<file path="config.mk">
export PLATFORM = sky130hd
export DESIGN_NAME = shutdown_fault_supervisor_flat
export DESIGN_NICKNAME = d
export VERILOG_FILES = /design/src/rtl/sfs_pkg.sv /design/src/rtl/sfs_if.sv /design/src/rtl/sfs_regs.sv /design/src/rtl/sfs_front.sv /design/src/rtl/sfs_queue.sv /design/src/rtl/sfs_back.sv /design/src/rtl/shutdown_fault_supervisor.sv /design/src/flat_wrapper.sv
export VERILOG_INCLUDE_DIRS = /design/src /design/src/rtl
export SDC_FILE = /design/constraint.sdc
export NUM_CORES = 1
export LEC_CHECK = 0
export ABC_AREA = 1
export BUFFER_PORTS_ARGS = -buffer_cell sky130_fd_sc_hd__buf_4
export CELL_PAD_IN_SITES_DETAIL_PLACEMENT = 0
export CELL_PAD_IN_SITES_GLOBAL_PLACEMENT = 2
export CORE_MARGIN = 2
export CORE_UTILIZATION = 32
export CTS_CLUSTER_DIAMETER = 30
export CTS_CLUSTER_SIZE = 10
export DETAILED_ROUTE_END_ITERATION = 8
export PLACE_DENSITY = 0.76
export SKIP_LAST_GASP = 1
export SYNTH_ARGS = -nofsm -noshare
export SYNTH_HDL_FRONTEND = slang
export SYNTH_HIERARCHICAL = 1
export SYNTH_SLANG_ARGS = --single-unit
</file>
<file path="constraint.sdc">
create_clock -name clk -period 3.89 [get_ports clk]
set_clock_uncertainty 0.1 [all_clocks]
set_input_delay 0.389 -clock clk [delete_from_list [all_inputs] [get_ports clk]]
set_output_delay 0.389 -clock clk [all_outputs]
set_load 0.05 [all_outputs]
</file>
<file path="src/rtl/shutdown_fault_supervisor_macros.svh">
// assertion macros for the shutdown fault supervisor
// used by the rtl modules that carry concurrent assertions
`ifndef SHUTDOWN_FAULT_SUPERVISOR_MACROS_SVH
`define SHUTDOWN_FAULT_SUPERVISOR_MACROS_SVH

// same-cycle implication
`define SFS_ASSERT_SAME(label, clk, rst_n, ante, cons, msg) \
    label: assert property (@(posedge clk) disable iff (!rst_n) (ante) |-> (cons)) \
        else $error(msg);

// next-cycle implication
`define SFS_ASSERT_NEXT(label, clk, rst_n, ante, cons, msg) \
    label: assert property (@(posedge clk) disable iff (!rst_n) (ante) |=> (cons)) \
        else $error(msg);

`endif

</file>
<file path="src/rtl/sfs_pkg.sv">
// shared types and constants for the shutdown fault supervisor
// no dependencies
`default_nettype none

package sfs_pkg;

    localparam int TimeWidth  = 32;
    localparam int DelayWidth = 16;
    localparam int PaddrWidth = 5;
    localparam int PdataWidth = 32;
    localparam int QueueDepth = 2;
    localparam int QueuePtrWidth = $clog2(QueueDepth);
    localparam int QueueCntWidth = $clog2(QueueDepth + 1);

    localparam logic [DelayWidth-1:0] AssertDelayReset   = 16'd200;
    localparam logic [DelayWidth-1:0] DeassertDelayReset = 16'd1000;
    localparam logic [DelayWidth-1:0] StartDelayReset    = 16'd100;
    localparam logic [DelayWidth-1:0] ToleranceReset     = 16'd250;
    localparam logic [DelayWidth-1:0] SegPeriodReset     = 16'd50;
    localparam logic [DelayWidth-1:0] McuPeriodReset     = 16'd200;
    localparam logic                  AllowCancelReset   = 1'b1;

    typedef enum logic [2:0] {
        REG_ASSERT_DELAY   = 3'd0,
        REG_DEASSERT_DELAY = 3'd1,
        REG_START_DELAY    = 3'd2,
        REG_TOLERANCE      = 3'd3,
        REG_SEG_PERIOD     = 3'd4,
        REG_MCU_PERIOD     = 3'd5,
        REG_ALLOW_CANCEL   = 3'd6
    } reg_index_t;

    typedef struct packed {
        logic [DelayWidth-1:0] assert_delay_ms;
        logic [DelayWidth-1:0] deassert_delay_ms;
        logic [DelayWidth-1:0] start_delay_ms;
        logic [DelayWidth-1:0] schedule_tolerance_ms;
        logic [DelayWidth-1:0] segment_period_ms;
        logic [DelayWidth-1:0] mcu_period_ms;
        logic                  allow_cancel;
    } cfg_t;

    // classified tick handed from front to back
    typedef struct packed {
        logic [TimeWidth-1:0] now_ms;
        logic                 deadline_overrun;
        logic                 bad_can;
        logic                 segment_fault;
        logic                 overcurrent;
    } entry_t;

    typedef struct packed {
        logic shutdown_ok;
        logic deadline_overrun;
        logic bad_can;
        logic segment_fault;
        logic overcurrent;
        logic request_pending;
    } result_t;

endpackage

`default_nettype wire

</file>
<file path="src/rtl/sfs_if.sv">
// valid/ready channel interfaces for supervision ticks and results
// no dependencies
`default_nettype none

interface sfs_tick_if;
    logic        valid;
    logic        ready;
    logic [31:0] now_ms;
    logic [31:0] segment_task_time;
    logic [31:0] mcu_task_time;
    logic        can_online;
    logic        overcurrent_neg_pin;
    logic        overcurrent_pos_pin;
    logic        any_segment_stale;
    logic        any_segment_fault;

    modport source (
        output valid, now_ms, segment_task_time, mcu_task_time, can_online,
               overcurrent_neg_pin, overcurrent_pos_pin, any_segment_stale,
               any_segment_fault,
        input  ready
    );
    modport sink (
        input  valid, now_ms, segment_task_time, mcu_task_time, can_online,
               overcurrent_neg_pin, overcurrent_pos_pin, any_segment_stale,
               any_segment_fault,
        output ready
    );
endinterface

interface sfs_result_if;
    logic valid;
    logic ready;
    logic shutdown_ok;
    logic deadline_overrun;
    logic bad_can;
    logic segment_fault;
    logic overcurrent;
    logic request_pending;

    modport source (
        output valid, shutdown_ok, deadline_overrun, bad_can, segment_fault,
               overcurrent, request_pending,
        input  ready
    );
    modport sink (
        input  valid, shutdown_ok, deadline_overrun, bad_can, segment_fault,
               overcurrent, request_pending,
        output ready
    );
endinterface

`default_nettype wire

</file>
<file path="src/rtl/sfs_regs.sv">
// apb configuration registers
// depends on sfs_pkg
`default_nettype none

module sfs_regs (
    input  wire logic                            clk,
    input  wire logic                            rst_n,
    input  wire logic                            psel,
    input  wire logic                            penable,
    input  wire logic                            pwrite,
    input  wire logic [sfs_pkg::PaddrWidth-1:0]  paddr,
    input  wire logic [sfs_pkg::PdataWidth-1:0]  pwdata,
    output logic      [sfs_pkg::PdataWidth-1:0]  prdata,
    output logic                                 pready,
    output sfs_pkg::cfg_t                        cfg
);

    sfs_pkg::cfg_t      cfg_reg;
    sfs_pkg::cfg_t      cfg_next;
    sfs_pkg::reg_index_t index;
    logic               wr_en;

    assign index  = sfs_pkg::reg_index_t'(paddr[sfs_pkg::PaddrWidth-1:2]);
    assign wr_en  = psel && penable && pwrite;
    assign pready = 1'b1;
    assign cfg    = cfg_reg;

    always_comb
    begin
        cfg_next = cfg_reg;
        if (wr_en)
        begin
            unique case (index)
                sfs_pkg::REG_ASSERT_DELAY:
                    cfg_next.assert_delay_ms = pwdata[sfs_pkg::DelayWidth-1:0];
                sfs_pkg::REG_DEASSERT_DELAY:
                    cfg_next.deassert_delay_ms = pwdata[sfs_pkg::DelayWidth-1:0];
                sfs_pkg::REG_START_DELAY:
                    cfg_next.start_delay_ms = pwdata[sfs_pkg::DelayWidth-1:0];
                sfs_pkg::REG_TOLERANCE:
                    cfg_next.schedule_tolerance_ms = pwdata[sfs_pkg::DelayWidth-1:0];
                sfs_pkg::REG_SEG_PERIOD:
                    cfg_next.segment_period_ms = pwdata[sfs_pkg::DelayWidth-1:0];
                sfs_pkg::REG_MCU_PERIOD:
                    cfg_next.mcu_period_ms = pwdata[sfs_pkg::DelayWidth-1:0];
                sfs_pkg::REG_ALLOW_CANCEL:
                    cfg_next.allow_cancel = pwdata[0];
                default:
                    cfg_next = cfg_reg;
            endcase
        end
    end

    always_comb
    begin
        unique case (index)
            sfs_pkg::REG_ASSERT_DELAY:   prdata = {16'd0, cfg_reg.assert_delay_ms};
            sfs_pkg::REG_DEASSERT_DELAY: prdata = {16'd0, cfg_reg.deassert_delay_ms};
            sfs_pkg::REG_START_DELAY:    prdata = {16'd0, cfg_reg.start_delay_ms};
            sfs_pkg::REG_TOLERANCE:      prdata = {16'd0, cfg_reg.schedule_tolerance_ms};
            sfs_pkg::REG_SEG_PERIOD:     prdata = {16'd0, cfg_reg.segment_period_ms};
            sfs_pkg::REG_MCU_PERIOD:     prdata = {16'd0, cfg_reg.mcu_period_ms};
            sfs_pkg::REG_ALLOW_CANCEL:   prdata = {31'd0, cfg_reg.allow_cancel};
            default:                     prdata = '0;
        endcase
    end

    always_ff @(posedge clk or negedge rst_n)
    begin
        if (!rst_n)
        begin
            cfg_reg.assert_delay_ms       <= sfs_pkg::AssertDelayReset;
            cfg_reg.deassert_delay_ms     <= sfs_pkg::DeassertDelayReset;
            cfg_reg.start_delay_ms        <= sfs_pkg::StartDelayReset;
            cfg_reg.schedule_tolerance_ms <= sfs_pkg::ToleranceReset;
            cfg_reg.segment_period_ms     <= sfs_pkg::SegPeriodReset;
            cfg_reg.mcu_period_ms         <= sfs_pkg::McuPeriodReset;
            cfg_reg.allow_cancel          <= sfs_pkg::AllowCancelReset;
        end
        else
        begin
            cfg_reg <= cfg_next;
        end
    end

endmodule

`default_nettype wire

</file>
<file path="src/rtl/sfs_front.sv">
// front end: accepts ticks and forms the fault flags
// depends on sfs_pkg and sfs_if
`default_nettype none

module sfs_front (
    sfs_tick_if.sink             tick,
    input  wire sfs_pkg::cfg_t   cfg,
    input  wire logic            queue_full,
    output logic                 push,
    output sfs_pkg::entry_t      entry
);

    logic [sfs_pkg::TimeWidth-1:0] seg_age;
    logic [sfs_pkg::TimeWidth-1:0] mcu_age;
    logic [sfs_pkg::TimeWidth-1:0] tolerance;

    assign tick.ready = !queue_full;
    assign push       = tick.valid && !queue_full;

    // age against the nominal schedule: now - (task_time - period)
    assign seg_age   = tick.now_ms - tick.segment_task_time + {16'd0, cfg.segment_period_ms};
    assign mcu_age   = tick.now_ms - tick.mcu_task_time + {16'd0, cfg.mcu_period_ms};
    assign tolerance = {16'd0, cfg.schedule_tolerance_ms};

    always_comb
    begin
        entry.now_ms           = tick.now_ms;
        entry.deadline_overrun = (seg_age >= tolerance) || (mcu_age >= tolerance)
                                 || tick.any_segment_stale;
        entry.bad_can          = !tick.can_online;
        entry.segment_fault    = tick.any_segment_fault;
        entry.overcurrent      = !tick.overcurrent_neg_pin || !tick.overcurrent_pos_pin;
    end

endmodule

`default_nettype wire

</file>
<file path="src/rtl/sfs_queue.sv">
// two-entry queue between front and back
// depends on sfs_pkg
`default_nettype none

module sfs_queue (
    input  wire logic            clk,
    input  wire logic            rst_n,
    input  wire logic            push,
    input  wire sfs_pkg::entry_t entry_in,
    input  wire logic            pop,
    output logic                 full,
    output logic                 head_valid,
    output sfs_pkg::entry_t      head
);

    sfs_pkg::entry_t                        slot_reg [sfs_pkg::QueueDepth];
    logic [sfs_pkg::QueuePtrWidth-1:0]      wr_ptr_reg;
    logic [sfs_pkg::QueuePtrWidth-1:0]      wr_ptr_next;
    logic [sfs_pkg::QueuePtrWidth-1:0]      rd_ptr_reg;
    logic [sfs_pkg::QueuePtrWidth-1:0]      rd_ptr_next;
    logic [sfs_pkg::QueueCntWidth-1:0]      count_reg;
    logic [sfs_pkg::QueueCntWidth-1:0]      count_next;

    assign full       = (count_reg == sfs_pkg::QueueCntWidth'(sfs_pkg::QueueDepth));
    assign head_valid = (count_reg != '0);
    assign head       = slot_reg[rd_ptr_reg];

    always_comb
    begin
        wr_ptr_next = wr_ptr_reg;
        rd_ptr_next = rd_ptr_reg;
        count_next  = count_reg;
        if (push)
        begin
            wr_ptr_next = (wr_ptr_reg == sfs_pkg::QueuePtrWidth'(sfs_pkg::QueueDepth - 1))
                          ? '0 : wr_ptr_reg + 1'b1;
        end
        if (pop)
        begin
            rd_ptr_next = (rd_ptr_reg == sfs_pkg::QueuePtrWidth'(sfs_pkg::QueueDepth - 1))
                          ? '0 : rd_ptr_reg + 1'b1;
        end
        if (push && !pop)
        begin
            count_next = count_reg + 1'b1;
        end
        else if (pop && !push)
        begin
            count_next = count_reg - 1'b1;
        end
    end

    always_ff @(posedge clk)
    begin
        if (push)
        begin
            slot_reg[wr_ptr_reg] <= entry_in;
        end
    end

    always_ff @(posedge clk or negedge rst_n)
    begin
        if (!rst_n)
        begin
            wr_ptr_reg <= '0;
            rd_ptr_reg <= '0;
            count_reg  <= '0;
        end
        else
        begin
            wr_ptr_reg <= wr_ptr_next;
            rd_ptr_reg <= rd_ptr_next;
            count_reg  <= count_next;
        end
    end

endmodule

`default_nettype wire

</file>
<file path="src/rtl/sfs_back.sv">
// back end: shutdown sequencer and result register
// depends on sfs_pkg, sfs_if and the assertion macros
`default_nettype none
`include "shutdown_fault_supervisor_macros.svh"

module sfs_back (
    input  wire logic            clk,
    input  wire logic            rst_n,
    input  wire sfs_pkg::cfg_t   cfg,
    input  wire logic            head_valid,
    input  wire sfs_pkg::entry_t head,
    output logic                 pop,
    sfs_result_if.source         result
);

    localparam int TW = sfs_pkg::TimeWidth;

    logic          started_reg;
    logic          request_valid_reg;
    logic          request_valid_next;
    logic [TW-1:0] request_time_reg;
    logic [TW-1:0] request_time_next;
    logic          shutdown_valid_reg;
    logic          shutdown_valid_next;
    logic          cleared_valid_reg;
    logic          cleared_valid_next;
    logic [TW-1:0] cleared_time_reg;
    logic [TW-1:0] cleared_time_next;
    logic          out_valid_reg;
    logic          out_valid_next;
    sfs_pkg::result_t result_reg;
    sfs_pkg::result_t result_next;

    logic          fault;
    logic          sv0;
    logic          cv0;
    logic [TW-1:0] ct0;
    logic          open_req;
    logic          rv1;
    logic          req_elapsed;
    logic          assert_now;
    logic          sv1;
    logic          arm;
    logic          cv1;
    logic          clr_elapsed;
    logic          first_elapsed;
    logic          rel_now;
    logic [TW-1:0] assert_delay;
    logic [TW-1:0] deassert_delay;
    logic [TW-1:0] start_delay;

    assign assert_delay   = {16'd0, cfg.assert_delay_ms};
    assign deassert_delay = {16'd0, cfg.deassert_delay_ms};
    assign start_delay    = {16'd0, cfg.start_delay_ms};

    assign pop            = head_valid && (!out_valid_reg || result.ready);
    assign out_valid_next = pop || (out_valid_reg && !result.ready);

    // on the first tick the release timer sits at (deassert - start) already
    assign first_elapsed = (deassert_delay - start_delay) >= deassert_delay;

    always_comb
    begin
        fault = head.deadline_overrun || head.bad_can || head.segment_fault
                || head.overcurrent;
        sv0   = started_reg ? shutdown_valid_reg : 1'b1;
        cv0   = started_reg ? cleared_valid_reg : 1'b1;
        ct0   = started_reg ? cleared_time_reg
                            : head.now_ms + start_delay - deassert_delay;

        open_req          = fault && !request_valid_reg;
        rv1               = request_valid_reg;
        request_time_next = request_time_reg;
        if (open_req)
        begin
            rv1               = 1'b1;
            request_time_next = head.now_ms;
        end
        else if (!fault && !sv0 && cfg.allow_cancel)
        begin
            rv1 = 1'b0;
        end
        req_elapsed = open_req ? (assert_delay == '0)
                               : ((head.now_ms - request_time_reg) >= assert_delay);
        assert_now  = (rv1 && req_elapsed) || head.overcurrent;
        sv1         = sv0 || assert_now;

        arm               = !cv0 && sv1 && !fault;
        cv1               = cv0;
        cleared_time_next = ct0;
        if (arm)
        begin
            cv1               = 1'b1;
            cleared_time_next = head.now_ms;
        end
        else if (cv0 && fault)
        begin
            cv1 = 1'b0;
        end
        if (arm)
        begin
            clr_elapsed = (deassert_delay == '0);
        end
        else if (started_reg)
        begin
            clr_elapsed = (head.now_ms - cleared_time_reg) >= deassert_delay;
        end
        else
        begin
            clr_elapsed = first_elapsed;
        end
        rel_now = !fault && cv1 && clr_elapsed;

        request_valid_next  = rel_now ? 1'b0 : rv1;
        cleared_valid_next  = rel_now ? 1'b0 : cv1;
        shutdown_valid_next = rel_now ? 1'b0 : sv1;

        result_next.shutdown_ok      = !shutdown_valid_next;
        result_next.deadline_overrun = head.deadline_overrun;
        result_next.bad_can          = head.bad_can;
        result_next.segment_fault    = head.segment_fault;
        result_next.overcurrent      = head.overcurrent;
        result_next.request_pending  = request_valid_next;
    end

    assign result.valid            = out_valid_reg;
    assign result.shutdown_ok      = result_reg.shutdown_ok;
    assign result.deadline_overrun = result_reg.deadline_overrun;
    assign result.bad_can          = result_reg.bad_can;
    assign result.segment_fault    = result_reg.segment_fault;
    assign result.overcurrent      = result_reg.overcurrent;
    assign result.request_pending  = result_reg.request_pending;

    always_ff @(posedge clk)
    begin
        if (pop)
        begin
            result_reg <= result_next;
        end
    end

    always_ff @(posedge clk or negedge rst_n)
    begin
        if (!rst_n)
        begin
            started_reg        <= 1'b0;
            request_valid_reg  <= 1'b0;
            request_time_reg   <= '0;
            shutdown_valid_reg <= 1'b1;
            cleared_valid_reg  <= 1'b1;
            cleared_time_reg   <= {16'd0, sfs_pkg::StartDelayReset}
                                  - {16'd0, sfs_pkg::DeassertDelayReset};
            out_valid_reg      <= 1'b0;
        end
        else
        begin
            out_valid_reg <= out_valid_next;
            if (pop)
            begin
                started_reg        <= 1'b1;
                request_valid_reg  <= request_valid_next;
                request_time_reg   <= request_time_next;
                shutdown_valid_reg <= shutdown_valid_next;
                cleared_valid_reg  <= cleared_valid_next;
                cleared_time_reg   <= cleared_time_next;
            end
        end
    end

    `SFS_ASSERT_SAME(a_oc_asserts, clk, rst_n, pop && head.overcurrent,
                     !result_next.shutdown_ok, "overcurrent did not assert shutdown")
    `SFS_ASSERT_SAME(a_fault_clears_timer, clk, rst_n, pop && fault,
                     !cleared_valid_next, "release timer kept running during fault")
    `SFS_ASSERT_NEXT(a_started_sticks, clk, rst_n, started_reg,
                     started_reg, "started flag dropped")

endmodule

`default_nettype wire

</file>
<file path="src/rtl/shutdown_fault_supervisor.sv">
// shutdown fault supervisor: one tick accepted per cycle while the queue is not full
// a tick enters the queue at acceptance and is sequenced into the result register
// once it is at the queue head and the result register is free; results can stall without
// stopping acceptance until the two-entry queue is full
// reset: shutdown asserted, release timer armed on the first tick, registers at defaults
`default_nettype none

module shutdown_fault_supervisor (
    input  wire logic                            clk,
    input  wire logic                            rst_n,
    sfs_tick_if.sink                             tick,
    sfs_result_if.source                         result,
    input  wire logic                            psel,
    input  wire logic                            penable,
    input  wire logic                            pwrite,
    input  wire logic [sfs_pkg::PaddrWidth-1:0]  paddr,
    input  wire logic [sfs_pkg::PdataWidth-1:0]  pwdata,
    output logic      [sfs_pkg::PdataWidth-1:0]  prdata,
    output logic                                 pready
);

    sfs_pkg::cfg_t   cfg;
    sfs_pkg::entry_t entry;
    sfs_pkg::entry_t head;
    logic            push;
    logic            pop;
    logic            queue_full;
    logic            head_valid;

    sfs_regs u_regs (
        .clk     (clk),
        .rst_n   (rst_n),
        .psel    (psel),
        .penable (penable),
        .pwrite  (pwrite),
        .paddr   (paddr),
        .pwdata  (pwdata),
        .prdata  (prdata),
        .pready  (pready),
        .cfg     (cfg)
    );

    sfs_front u_front (
        .tick       (tick),
        .cfg        (cfg),
        .queue_full (queue_full),
        .push       (push),
        .entry      (entry)
    );

    sfs_queue u_queue (
        .clk        (clk),
        .rst_n      (rst_n),
        .push       (push),
        .entry_in   (entry),
        .pop        (pop),
        .full       (queue_full),
        .head_valid (head_valid),
        .head       (head)
    );

    sfs_back u_back (
        .clk        (clk),
        .rst_n      (rst_n),
        .cfg        (cfg),
        .head_valid (head_valid),
        .head       (head),
        .pop        (pop),
        .result     (result)
    );

endmodule

`default_nettype wire

</file>
<file path="src/flat_wrapper.sv">
// flat-port wrapper written by rule: the top's interface ports become plain ports
module shutdown_fault_supervisor_flat 
  (clk, rst_n, psel, penable, pwrite, paddr, pwdata, prdata, pready, tick_valid, tick_now_ms, tick_segment_task_time, tick_mcu_task_time, tick_can_online, tick_overcurrent_neg_pin, tick_overcurrent_pos_pin, tick_any_segment_stale, tick_any_segment_fault, tick_ready, result_valid, result_shutdown_ok, result_deadline_overrun, result_bad_can, result_segment_fault, result_overcurrent, result_request_pending, result_ready);
  sfs_tick_if tick_i ();
  sfs_result_if result_i ();
  input  wire logic clk;
  input  wire logic rst_n;
  input  wire logic psel;
  input  wire logic penable;
  input  wire logic pwrite;
  input  wire logic [sfs_pkg::PaddrWidth-1:0] paddr;
  input  wire logic [sfs_pkg::PdataWidth-1:0] pwdata;
  output logic      [sfs_pkg::PdataWidth-1:0] prdata;
  output logic pready;
  input wire logic [$bits(tick_i.valid)-1:0] tick_valid;
  input wire logic [$bits(tick_i.now_ms)-1:0] tick_now_ms;
  input wire logic [$bits(tick_i.segment_task_time)-1:0] tick_segment_task_time;
  input wire logic [$bits(tick_i.mcu_task_time)-1:0] tick_mcu_task_time;
  input wire logic [$bits(tick_i.can_online)-1:0] tick_can_online;
  input wire logic [$bits(tick_i.overcurrent_neg_pin)-1:0] tick_overcurrent_neg_pin;
  input wire logic [$bits(tick_i.overcurrent_pos_pin)-1:0] tick_overcurrent_pos_pin;
  input wire logic [$bits(tick_i.any_segment_stale)-1:0] tick_any_segment_stale;
  input wire logic [$bits(tick_i.any_segment_fault)-1:0] tick_any_segment_fault;
  output wire logic [$bits(tick_i.ready)-1:0] tick_ready;
  output wire logic [$bits(result_i.valid)-1:0] result_valid;
  output wire logic [$bits(result_i.shutdown_ok)-1:0] result_shutdown_ok;
  output wire logic [$bits(result_i.deadline_overrun)-1:0] result_deadline_overrun;
  output wire logic [$bits(result_i.bad_can)-1:0] result_bad_can;
  output wire logic [$bits(result_i.segment_fault)-1:0] result_segment_fault;
  output wire logic [$bits(result_i.overcurrent)-1:0] result_overcurrent;
  output wire logic [$bits(result_i.request_pending)-1:0] result_request_pending;
  input wire logic [$bits(result_i.ready)-1:0] result_ready;
  assign tick_i.valid = tick_valid;
  assign tick_i.now_ms = tick_now_ms;
  assign tick_i.segment_task_time = tick_segment_task_time;
  assign tick_i.mcu_task_time = tick_mcu_task_time;
  assign tick_i.can_online = tick_can_online;
  assign tick_i.overcurrent_neg_pin = tick_overcurrent_neg_pin;
  assign tick_i.overcurrent_pos_pin = tick_overcurrent_pos_pin;
  assign tick_i.any_segment_stale = tick_any_segment_stale;
  assign tick_i.any_segment_fault = tick_any_segment_fault;
  assign tick_ready = tick_i.ready;
  assign result_valid = result_i.valid;
  assign result_shutdown_ok = result_i.shutdown_ok;
  assign result_deadline_overrun = result_i.deadline_overrun;
  assign result_bad_can = result_i.bad_can;
  assign result_segment_fault = result_i.segment_fault;
  assign result_overcurrent = result_i.overcurrent;
  assign result_request_pending = result_i.request_pending;
  assign result_i.ready = result_ready;
  shutdown_fault_supervisor u_core (.clk(clk), .rst_n(rst_n), .tick(tick_i), .result(result_i), .psel(psel), .penable(penable), .pwrite(pwrite), .paddr(paddr), .pwdata(pwdata), .prdata(prdata), .pready(pready));
endmodule
</file>
==> metrics.csv <==
stage,metric,value,unit
clocking,cts_buffers,66,
yosys,yosysSeqAreaShare,24.4,%
clocking,cts.sinks,248,
setup_path,critPathLaunch,u_core/u_queue/rd_ptr_reg,
power,leakagePower,20.2,nW
drt,first_pass_iters,9,
floorplan,start_util,32.2,%
place,placedInstanceArea,32900,µm²
setup_path,crit_path_frequent_cell,nand2_2,
place,hpwl,88700,µm
clocking,cts-root-buf,clkbuf_16,
timing,max_freq,235,MHz
setup_path,worstSetupEndpointType,flop,
setup_path,crit_slowest_cell,dfrtp_2,
global_routing,antenna_found_initial,1,
status,status,"complete, but fails checks",
finish,drive_gt1_share,23.6,%
yosys,synthFlopType,dfrtp_1,
power,cellPowerDensity,881,nW/µm²
setup_path,cp.required,4.31,ns
min_path,hold_class,input port to flop,
status,violations,setup timing,
floorplan,io_pins,186,
place,place.gp.congestion,0.898,
timing,maxSlewViolCount,0,
yosys,yosysUniqueCellTypes,58,
clocking,path_clk_slew,0.05,ns
power,peakVddDrop,0.371,mV
place,portBuffers,150,
finish,antennaDiodeCount,0,
min_path,min_from,tick_now_ms[3],
yosys,syn_inst,4094,
drt,via_per_inst,4.67,
timing,finalHoldViolCount,0,
power,power,32.8,mW
timing,fin_setup_tns,-12.31,ns
finish,post-route-cell-area,37300,µm²
global_routing,grt_pass1_wl,160000,µm
setup_path,worstPathMaxFanout,20,
global_routing,gr-total-overflow,0,
floorplan,die_x,296,µm
flow_run,maxCapViolCount,0,
floorplan,dieArea,87900,µm²
timing,grt_setup_unrepaired,true,
drt,final_antenna_net_count,0,
floorplan,coreArea,85000,µm²
setup_path,critPathKind,flop to flop,
drt,drtIter0Drc,1531,
finish,largest_reg_flops,97,
setup_path,rr_worst_depth,31,
drt,wl_per_cell,18.0,µm
clocking,cts_tree,built,
yosys,synth_area_per_cell,6.68,µm²
yosys,async_reset_ff_share,68.5,%
global_routing,grt.total_usage,24.2,%
finish,syn_to_final_growth,36.1,%
timing,post-route-min-period,4.26,ns
finish,layout.nets,5245,
setup_path,critPathMaxStageDelay,0.48,ns
clocking,clock_path_buffers,3,
timing,worst_pin_slew,0.772,ns
global_routing,grt_max_degree,67,
global_routing,grt_pass1_vias,27884,
yosys,synth-edff-count,78,
yosys,yosys_warnings,6,
timing,setup_slack,-0.366,ns
place,preCtsSetupSlack,-0.543,ns
min_path,holdPathStages,2,
timing,post-route-period-util,109,%
drt,vias,27855,
finish,nFillCells,8985,
clocking,clk_latency,0.62,ns
clocking,h-tree-depth,3,
timing,slew_headroom,48.4,%
drt,wirelength,107000,µm
yosys,yosys_register_bits,248,
setup_path,worstSetupStartpointType,flop,
floorplan,die_y,296,µm
timing,setup_violations,39,
yosys,syn-cell-area,27400,µm²
floorplan,row_count,107,
setup_path,arrival,4.68,ns
drt,drc,0,
setup_path,timing.rr.start,u_core/u_queue/rd_ptr_reg,
==> power by group <==
group          internal (mW)  leakage (nW)  total [mW]  switching [mW]
Combinational           10.1          16.3        22.8            12.8
Clock                   4.04          1.18        5.89            1.86
Sequential              3.58          2.72        4.09           0.515
==> cells by family (layout without fill, tap and decap cells) <==
group / Yosys count / in the layout / share of synthesized area, %
multiplexers: 36 / 36 / 1.88
buffers and inverters: 940 / 1649 / 14.3
AND/OR/NAND/NOR: 1917 / 1917 / 29.3
flip-flops: 248 / 248 / 24.4
AO/OA/AOI/OAI: 504 / 504 / 9.84
XOR/XNOR: 111 / 111 / 3.55
adder cells (fa/ha/maj): 336 / 336 / 16.8
other: 2 / 17 / 0.0274
==> per-layer routing <==
metal | global-route usage (%) | wire length, µm | vias to the layer above | part of all wire, %
met5 | 0 | 17 | - | 0.016
met4 | 8.49 | 3620 | 2 | 3.4
met3 | 2.88 | 4070 | 153 | 3.8
met2 | 42.5 | 52100 | 532 | 49
met1 | 30.4 | 47400 | 12983 | 44
li1 | - | - | 14185 | -
==> placed cells by master, fill, tap and decap left out, types with 14 or more instances in the layout <==
cell and instances:
inv_2 21, nand2_1 1210, conb_1 17, nand3_1 146, xnor2_1 21, dfrtp_1 115, nor2_1 242, ha_1 248
nand3_2 21, xor2_1 82, o21ai_1 137, edfxtp_1 78, ha_4 33, nand2_2 76, buf_4 637, nand4_1 84
o21ai_0 121, fa_1 47, dlygate4sd3_1 43, nor2_2 19, a21oi_2 18, nor3_1 33, a21oi_1 162, dfstp_2 54
nand3b_1 19, nand2_4 14, mux2_4 31, nor2_4 19, buf_6 14, inv_1 798, clkbuf_16 69, o21bai_1 14
==> stage by stage <==
stage / std cells / hold slack (ns) / utilization, %
2_1_floorplan: 4109 / -0.00659 / -
3_3_place_gp: 5763 / 0.339 / 38.7
3_5_place_dp: 5763 / 0.337 / 38.7
4_1_cts: 5935 / 0.0205 / 42.5
5_1_grt: 5962 / 0.0274 / 43.8
6_report: 5962 / 0.0569 / 43.8
==> worst max-delay path: cells and delay by family (launching register included) <==
kind                     cells  cell delay [ns]
flip-flops                   1             0.48
AND/OR/NAND/NOR             16             1.38
adder cells (fa/ha/maj)      2             0.70
multiplexers                 1             0.23
buffers and inverters        7             0.82
AO/OA/AOI/OAI                4             0.33
XOR/XNOR                     1             0.15
==> cells in the mapped netlist (9+ instances only) <==
cell type | n | area [µm²]
nand2_1 | 1284 | 4820
inv_1 | 815 | 3060
ha_1 | 285 | 3570
nor2_1 | 263 | 987
a21oi_1 | 181 | 906
nand3_1 | 164 | 821
o21ai_0 | 132 | 661
o21ai_1 | 131 | 656
dfrtp_1 | 116 | 2900
xor2_1 | 90 | 788
nand4_1 | 84 | 526
edfxtp_1 | 78 | 2340
buf_4 | 63 | 473
dfstp_2 | 54 | 1420
fa_1 | 51 | 1020
nor3_1 | 33 | 165
mux2_4 | 29 | 435
buf_2 | 21 | 105
xnor2_1 | 21 | 184
clkbuf_1 | 20 | 75.1
nand3b_1 | 19 | 143
nand2_2 | 16 | 100
o21bai_1 | 16 | 120
nor4_1 | 11 | 68.8
o21a_1 | 11 | 82.6
nor2_4 | 9 | 101
==> cell type report <==
type / instances / area, µm² / area share, %
flip-flops and latches: 248 / 6670 / 17.9
clock inverters: 42 / 667 / 1.79
repair buffers: 706 / 5620 / 15.1
clock buffers: 80 / 1780 / 4.77
inverters: 821 / 3090 / 8.29
well taps: 1144 / 1430 / 3.84
multi-input cells: 2921 / 18000 / 48.3
==> final timing paths <==
path | to | slack (ns)
max | u_core/u_back/cleared_time_reg[18] | -0.37
min | u_core/u_queue/slot_reg[0][7] | 0.06
max reg2reg | u_core/u_back/cleared_time_reg[18] | -0.37
min reg2reg | u_core/u_back/cleared_valid_reg | 0.37
max in group asynchronous | u_core/u_back/cleared_time_reg[27] | 2.47
min in group asynchronous | u_core/u_regs/cfg[3] | 0.23
==> repair_timing <==
item,CTS,global route
hold endpoints to repair,188,0
hold buffers,43,0
pin swaps,11,78
setup buffers,6,27
cloned,1,2
gates resized for setup,56,216
setup endpoints to repair,39,39
(Power assumes the default switching activity.)
